[config.mk]
export PLATFORM = sky130hd
export DESIGN_NAME = spsa_ram
export DESIGN_NICKNAME = d
export VERILOG_FILES = /design/src/design/spsa_ram.sv
export SDC_FILE = /design/constraint.sdc
export NUM_CORES = 1
export LEC_CHECK = 0
export ABC_AREA = 1
export BUFFER_PORTS_ARGS = -buffer_cell sky130_fd_sc_hd__clkbuf_2
export CAP_MARGIN = 20
export CORE_MARGIN = 2
export CORE_UTILIZATION = 55
export CTS_BUF_LIST = sky130_fd_sc_hd__clkbuf_4 sky130_fd_sc_hd__clkbuf_8
export CTS_CLUSTER_SIZE = 20
export DETAILED_ROUTE_END_ITERATION = 7
export PLACE_DENSITY = 0.78
export SYNTH_ARGS = -nofsm -noshare
export SYNTH_HDL_FRONTEND = slang
export SYNTH_SLANG_ARGS = --single-unit
[constraint.sdc]
create_clock -name i_clk -period 1.4 [get_ports i_clk]
set_clock_uncertainty 0.05 [all_clocks]
set_input_delay 0.28 -clock i_clk [delete_from_list [all_inputs] [get_ports i_clk]]
set_output_delay 0.28 -clock i_clk [all_outputs]
set_load 0.01 [all_outputs]
[src/design/spsa_ram.sv]
// ----------------------------------------------------------------------------
// spsa_ram
// generic single-write, single-read ram with registered read data
// ----------------------------------------------------------------------------
module spsa_ram #(
    parameter int WIDTH = 8,
    parameter int DEPTH = 16
) (
    input  logic                     i_clk,
    input  logic                     i_we,
    input  logic [$clog2(DEPTH)-1:0] i_waddr,
    input  logic [WIDTH-1:0]         i_wdata,
    input  logic [$clog2(DEPTH)-1:0] i_raddr,
    output logic [WIDTH-1:0]         o_rdata
);

    logic [WIDTH-1:0] r_mem [DEPTH];

    always_ff @(posedge i_clk) begin
        if (i_we) begin
            r_mem[i_waddr] <= i_wdata;
        end
        o_rdata <= r_mem[i_raddr];
    end

endmodule
==> results of run 1 <==
routing by layer:
metal,track usage [%],wire length (um),part of all wire (%),up-vias
met5,0,0,0,-
met4,10.53,328,2.6,0
met3,5.457,980,7.7,27
met2,40.38,6447,51,157
met1,30.04,4895,39,1844
li1,-,-,-,1863
worst reg2reg max path, delay by kind of cell, from the launching register on:
kind,cells,cell delay [ns]
DFF,1,0.38
buffers and inverters,1,0.08
and+or+nand+nor,5,0.50
stage by stage:
stage,setup WS (ns),util (%),hold slack (ns),power [mW],instances
2_1_floorplan,0.1192,-,0.3289,4.993,551
3_3_place_gp,0.05038,60.14,0.5824,5.226,714
3_5_place_dp,0.02228,60.14,0.6050,5.248,714
4_1_cts,0.07036,64.31,0.1836,8.607,746
5_1_grt,0.05543,64.31,0.2330,8.861,746
6_report,0.1003,64.31,0.2055,8.582,746
Yosys cell counts:
| cell | number | area (um^2) |
|---|---|---|
| inv_1 | 100 | 375.4 |
| nand2_1 | 173 | 649.4 |
| buf_1 | 1 | 3.750 |
| buf_6 | 6 | 67.56 |
| edfxtp_1 | 128 | 3844 |
| dfxtp_1 | 8 | 160.2 |
| inv_2 | 2 | 7.510 |
| nor2_1 | 17 | 63.81 |
| nand3b_1 | 2 | 15.01 |
| nand3_1 | 97 | 485.5 |
| buf_4 | 4 | 30.03 |
| buf_2 | 13 | 65.06 |
cell families after synthesis:
logic type,count (synthesis),share of synthesized area (%)
buffers and inverters,126,9.525
flip-flops,136,69.43
AND/OR/NAND/NOR,289,21.05
final cells by class:
cell class | count | area (um^2)
Sequential cell | 136 | 4004
Timing Repair Buffer | 51 | 382.9
Fill cell | 776 | 3651
Clock inverter | 13 | 177.7
Clock buffer | 19 | 249.0
Tap cell | 136 | 170.2
Inverter | 102 | 382.9
Multi-Input combinational cell | 289 | 1214
where the power goes:
| part | switching [mW] | internal, mW | leakage [nW] | total, mW |
|---|---|---|---|---|
| clock network | 1.45 | 1.97 | 0.210 | 3.42 |
| registers | 0.0306 | 4.55 | 1.22 | 4.58 |
| logic | 0.397 | 0.186 | 1.45 | 0.583 |
| total | 1.88 | 6.70 | 2.89 | 8.58 |
sequential cells by signal (all words and copies together) (netlist names):
register  count
r_mem       128
o_rdata       8
path summary, 6_finish.rpt:
path / slack [ns] / cells after the start / from / end
worst max-delay path: 0.10 / 1 / o_rdata[3] / o_rdata[3]
worst min-delay path: 0.21 / 4 / i_raddr[2] / o_rdata[5]
worst max register to register: 0.30 / 6 / r_mem[1][5] / o_rdata[5]
worst min register to register: 0.62 / 6 / r_mem[13][5] / o_rdata[5]
==> out/qor.csv, run 1 <==
stage,metric,value,unit
floorplanning,die height,106.4,um
sta,Tightest Pin Transition,0.4199,ns
routing,final WL,12650,um
sta,"Hold Violations, Final",0,
floorplanning,Row Count,37,
final_layout,"commonest non-fill, non-tap cell in the layout",nand2_1,
sta,final number of max-transition violations,0,
global_routing,Total GRT Usage,24.07,%
global_routing,largest net degree at the start of global routing,55,
routing,DRC,0,
floorplanning,Horiz. Die Dim,106.4,um
logic_synthesis,"Warnings, synthesis",0,
placement,PortBufs,25,
critical_path,Critical Path End Type,primary output,
routing,drt wl/cell,16.96,um
sta,part of the cycle the worst path needs,92.84,%
logic_synthesis,Synth Register Bits,136,
floorplanning,initial core utilization,56.37,%
logic_synthesis,syn_area_per_cell,10.47,um^2
clocking,Max Root-Sink Buffers,2,
sta,final setup violation count,0,
clocking,Post-CTS Hold Buffers,0,
routing,routed vias/inst,5.216,
clocking,cts bufs inserted,17,
critical_path,"Buf+Inv Stages, Crit Path",1,
global_routing,initial antenna violation count,0,
clocking,clk root buf,clkbuf_8,
critical_path,crit-path leading delay family,flip-flops,
clocking,Post-CTS Setup Bufs,0,
final_layout,Final Cell Area,6580,um^2
sta,setup TNS,0,ns
global_routing,global-route wire length before repair,19670,um
sta,RSZ-0062 raised after global routing,no,
clocking,Resize count post-CTS,0,
routing,Pre-Repair DR Iteration Count,5,
routing,via count,3891,
sta,"Min Clock Period, post-route",1.300,ns
logic_synthesis,"Seq/Total Area, Yosys",69.43,%
critical_path,WP data arrival,0.97,ns
logic_synthesis,synth unique cells,12,
clocking,Sink Count,136,
critical_path,CP max stage cell,dfxtp_1,
power,Pwr Density,1304,nW/um^2
placement,Area after DPL,6153,um^2
power,Pleak,2.887,nW
critical_path,Worst Path Max Fanout,1,
logic_synthesis,syn nets,569,
clocking,"Clk pin slew, worst setup/hold paths",0.08,ns
final_layout,"Area growth, synth to finish",14.10,%
critical_path,Startpoint Class,flop,
critical_path,largest stage delay on the critical path,0.38,ns
sta,maximum clock rate,769.4,MHz
final_layout,most frequent cells in the layout,"nand2_1, edfxtp_1, inv_1, nand3_1, clkbuf_2",
logic_synthesis,Synth Cell Area,5767,um^2
critical_path,Critical Path RT,1.07,ns
worst_hold_path,worst hold-check path type,in2reg,
routing,Final ANT Viol Nets,0,
critical_path,worst path cell trace,clkbuf_2,
final_layout,ant diodes,0,
global_routing,vias in the first global route,3949,
routing,initial detailed-routing violation count,369,
logic_synthesis,Gate Count Post-Synth,551,
floorplanning,die area,11320,um^2
job,Max-cap violations,0,
sta,max_slew headroom,72.01,%
placement,GPL Wtd Cong,0.8165,
floorplanning,Core Box Area,10230,um^2
placement,detailed placement HPWL,7931,um
final_layout,"Net count, final",615,
global_routing,gr ovfl total,0,
run_status,outcome,"finished, final reports clean",
power,VDD IR max,0.7905,mV
clocking,H-tree levels,4,
floorplanning,IO Pins,26,
final_layout,share of layout cells above drive strength 1,13.44,%
clocking,CTS tree,done,
clocking,"Clk Latency, worst-skew pair",0.44,ns
critical_path,Crit Path Category,reg2out,
Power figures use the tool's default switching activity.
==> inputs of run 2 (changes only) <==
--- a/config.mk
+++ b/config.mk
@@ -5,7 +5,6 @@
 export SDC_FILE = /design/constraint.sdc
 export NUM_CORES = 1
 export LEC_CHECK = 0
-export ABC_AREA = 1
 export BUFFER_PORTS_ARGS = -buffer_cell sky130_fd_sc_hd__clkbuf_2
 export CAP_MARGIN = 20
 export CORE_MARGIN = 2
@@ -13,7 +12,7 @@
 export CTS_BUF_LIST = sky130_fd_sc_hd__clkbuf_4 sky130_fd_sc_hd__clkbuf_8
 export CTS_CLUSTER_SIZE = 20
 export DETAILED_ROUTE_END_ITERATION = 7
-export PLACE_DENSITY = 0.78
+export PLACE_DENSITY = 0.79
 export SYNTH_ARGS = -nofsm -noshare
 export SYNTH_HDL_FRONTEND = slang
 export SYNTH_SLANG_ARGS = --single-unit
==> out/qor.csv, run 2 <==
stage,metric,value,unit,change
clocking,Post-CTS Hold Buffers,0,,unchanged
floorplanning,initial core utilization,56.24,%,-0.12 points
routing,via count,2516,,-35%
power,Pleak,2.060,nW,-29%
critical_path,Crit Path Category,reg2reg,,
routing,initial detailed-routing violation count,166,,-55%
global_routing,gr ovfl total,0,,unchanged
clocking,clk root buf,clkbuf_8,,
final_layout,"commonest non-fill, non-tap cell in the layout",edfxtp_1,,
final_layout,share of layout cells above drive strength 1,40.20,%,+27 points
placement,Area after DPL,5660,um^2,-8.0%
power,Combinational Power Share,5.7,%,-1.1 points
routing,drt wl/cell,22.81,um,+35%
logic_synthesis,Synth Register Bits,136,,unchanged
logic_synthesis,"Warnings, synthesis",0,,unchanged
power,Pwr Density,1373,nW/um^2,+5.3%
global_routing,Total GRT Usage,20.62,%,-3.5 points
floorplanning,Horiz. Die Dim,100.7,um,-5.3%
sta,Final Hold Slack,0.2332,ns,+0.02769 ns
logic_synthesis,main area contributors after synthesis,"edfxtp_1, mux4_2, mux4_1",,
logic_synthesis,Gate Count Post-Synth,229,,-58%
routing,routed vias/inst,6.034,,+16%
logic_synthesis,Commonest cells post-synth,"edfxtp_1, mux4_2, a22oi_1",,
logic_synthesis,Post-synth EDFFs,128,,unchanged
power,VDD IR max,0.5017,mV,-37%
routing,DRC,0,,unchanged
sta,"Hold Violations, Final",0,,unchanged
sta,final setup violation count,0,,unchanged
clocking,cts bufs inserted,17,,unchanged
sta,"Min Clock Period, post-route",1.339,ns,+0.03935 ns
power,internal power,6.706,mW,about the same
clocking,Max Root-Sink Buffers,2,,unchanged
sta,maximum clock rate,746.8,MHz,-2.9%
logic_synthesis,share of flip-flops with an asynchronous set or reset,0,%,unchanged
sta,Tightest Pin Transition,0.8140,ns,+0.3941 ns
floorplanning,die area,10150,um^2,-10%
sta,part of the cycle the worst path needs,95.65,%,+2.8 points
sta,final number of max-transition violations,0,,unchanged
routing,final WL,9512,um,-25%
critical_path,R2R setup slack,0.06,ns,-0.24 ns
critical_path,Critical Path End Type,flop,,
logic_synthesis,syn_area_per_cell,22.48,um^2,+110%
final_layout,largest registers,"r_mem x128, o_rdata x8",,
final_layout,fillers,561,,-28%
global_routing,initial antenna violation count,0,,unchanged
sta,max_slew headroom,45.62,%,-26 points
run_status,outcome,"finished, final reports clean",,
routing,Pre-Repair DR Iteration Count,5,,unchanged
sta,RSZ-0062 raised after global routing,no,,
clocking,H-tree levels,4,,unchanged
critical_path,largest stage delay on the critical path,0.50,ns,+0.12 ns
critical_path,WP data arrival,1.58,ns,+0.61 ns
power,Pwr Total,8.370,mW,-2.5%
power,sw frac,19.88,%,-2.0 points
job,Max-cap violations,0,,unchanged
worst_hold_path,worst hold-check path type,in2reg,,
final_layout,ant diodes,0,,unchanged
critical_path,CP max stage cell,mux4_2,,
clocking,CTS tree,done,,
power,Sw Pwr,1.664,mW,-12%
final_layout,Final Cell Area,6096,um^2,-7.4%
critical_path,worst path cell trace,"mux4_2, a22oi_1, nand2_1",,
final_layout,utilization after layout,66.60,%,+2.3 points
global_routing,global-route wire length before repair,14550,um,-26%
placement,GPL Wtd Cong,0.8216,,+0.62%
final_layout,most frequent cells in the layout,"edfxtp_1, mux4_2, clkbuf_2, buf_4, clkbuf_8",,
critical_path,Critical Path RT,1.64,ns,+0.57 ns
logic_synthesis,syn nets,247,,-57%
logic_synthesis,"Seq/Total Area, Yosys",77.78,%,+8.4 points
floorplanning,IO Pins,26,,unchanged
logic_synthesis,most instantiated library cell after synthesis,edfxtp_1,,
global_routing,vias in the first global route,2531,,-36%
placement,PortBufs,25,,unchanged
clocking,Resize count post-CTS,2,,+2
power,Clock power frac,39.5,%,-0.4 points
clocking,"Clk pin slew, worst setup/hold paths",0.07,ns,about the same
final_layout,number of flip-flops in the largest register,128,,unchanged
power,Sequential Power Share,54.7,%,+1.4 points
critical_path,Startpoint Class,flop,,
final_layout,"Area growth, synth to finish",18.42,%,
logic_synthesis,Synth Cell Area,5147,um^2,-11%
routing,Final ANT Viol Nets,0,,unchanged
final_layout,Biggest register,r_mem,,
clocking,Sink Count,136,,unchanged
placement,detailed placement HPWL,6429,um,-19%
global_routing,largest net degree at the start of global routing,17,,-69%
clocking,"Clk Latency, worst-skew pair",0.42,ns,-0.02 ns
logic_synthesis,synth unique cells,19,,+7
critical_path,Worst Path Max Fanout,1,,unchanged
floorplanning,Core Box Area,9153,um^2,-11%
clocking,Post-CTS Setup Bufs,0,,unchanged
logic_synthesis,post-synth top area share,74.67,%,+8.0 points
logic_synthesis,Yosys top cell by area,edfxtp_1,,
final_layout,"Net count, final",311,,-49%
logic_synthesis,"Primary FF master, synth",edfxtp_1,,
floorplanning,die height,100.7,um,-5.3%
floorplanning,Row Count,35,,-5.4%
[run 2: final cells by class]
cell class	count	area, um^2	share of cell area (%)
clock buffer	18	241.5	3.961
tap	111	138.9	2.278
clock inverter	14	181.4	2.976
timing repair buffer	55	450.4	7.389
multi-input combinational	83	1080	17.71
sequential	136	4004	65.68
[run 2: power groups by stage]
stage               sequential, mW  combinational [mW]  clock [mW]
CTS                           4.58               0.482        3.36
detailed placement            4.67               0.477           0
global placement              4.67               0.463           0
finish                        4.58               0.480        3.31
global route                  4.59               0.522        3.51
floorplan                     4.67               0.252           0
[run 2: path summary, 6_finish.rpt]
kind	startpoint	cells past startpoint	end
worst max-delay path	r_mem[2][7]	3	o_rdata[7]
worst max register to register	r_mem[2][7]	3	o_rdata[7]
worst min register to register	r_mem[4][3]	3	o_rdata[3]
worst min-delay path	i_wdata[6]	1	r_mem[3][6]
[run 2: routing by layer]
metal	wire length, um	vias up	share of wire (%)	track usage [%]
met1	3922	1298	41	28.22
met5	0	-	0	0
met3	673	11	7.1	4.300
met2	4810	114	51	33.18
li1	-	1093	-	-
met4	105	0	1.1	7.903
[run 2: cells by family (layout without fill, tap and decap cells)]
kind of cell	after synthesis	in the layout	synth area share, %
AOI/OAI and AO/OA	16	16	2.334
buffers and inverters	10	87	1.677
DFF	136	136	77.78
muxes	32	32	15.02
and+or+nand+nor	35	35	3.184
[run 2: worst max-delay path, delay by kind of cell (launching register included)]
kind / cells / cell delay [ns]
muxes: 1 / 0.50
AOI/OAI and AO/OA: 1 / 0.20
and+or+nand+nor: 1 / 0.07
DFF: 1 / 0.39
[run 2: through the flow]
stage / setup slack (ns) / TNS (ns) / cells
after floorplan: -0.03706 / -0.3382 / 229
after global placement: -0.4068 / -8.993 / 385
after detailed placement: -0.3883 / -12.26 / 385
after CTS: 0.0001479 / 0 / 417
after global routing: 0.003833 / 0 / 417
final: 0.06093 / 0 / 417
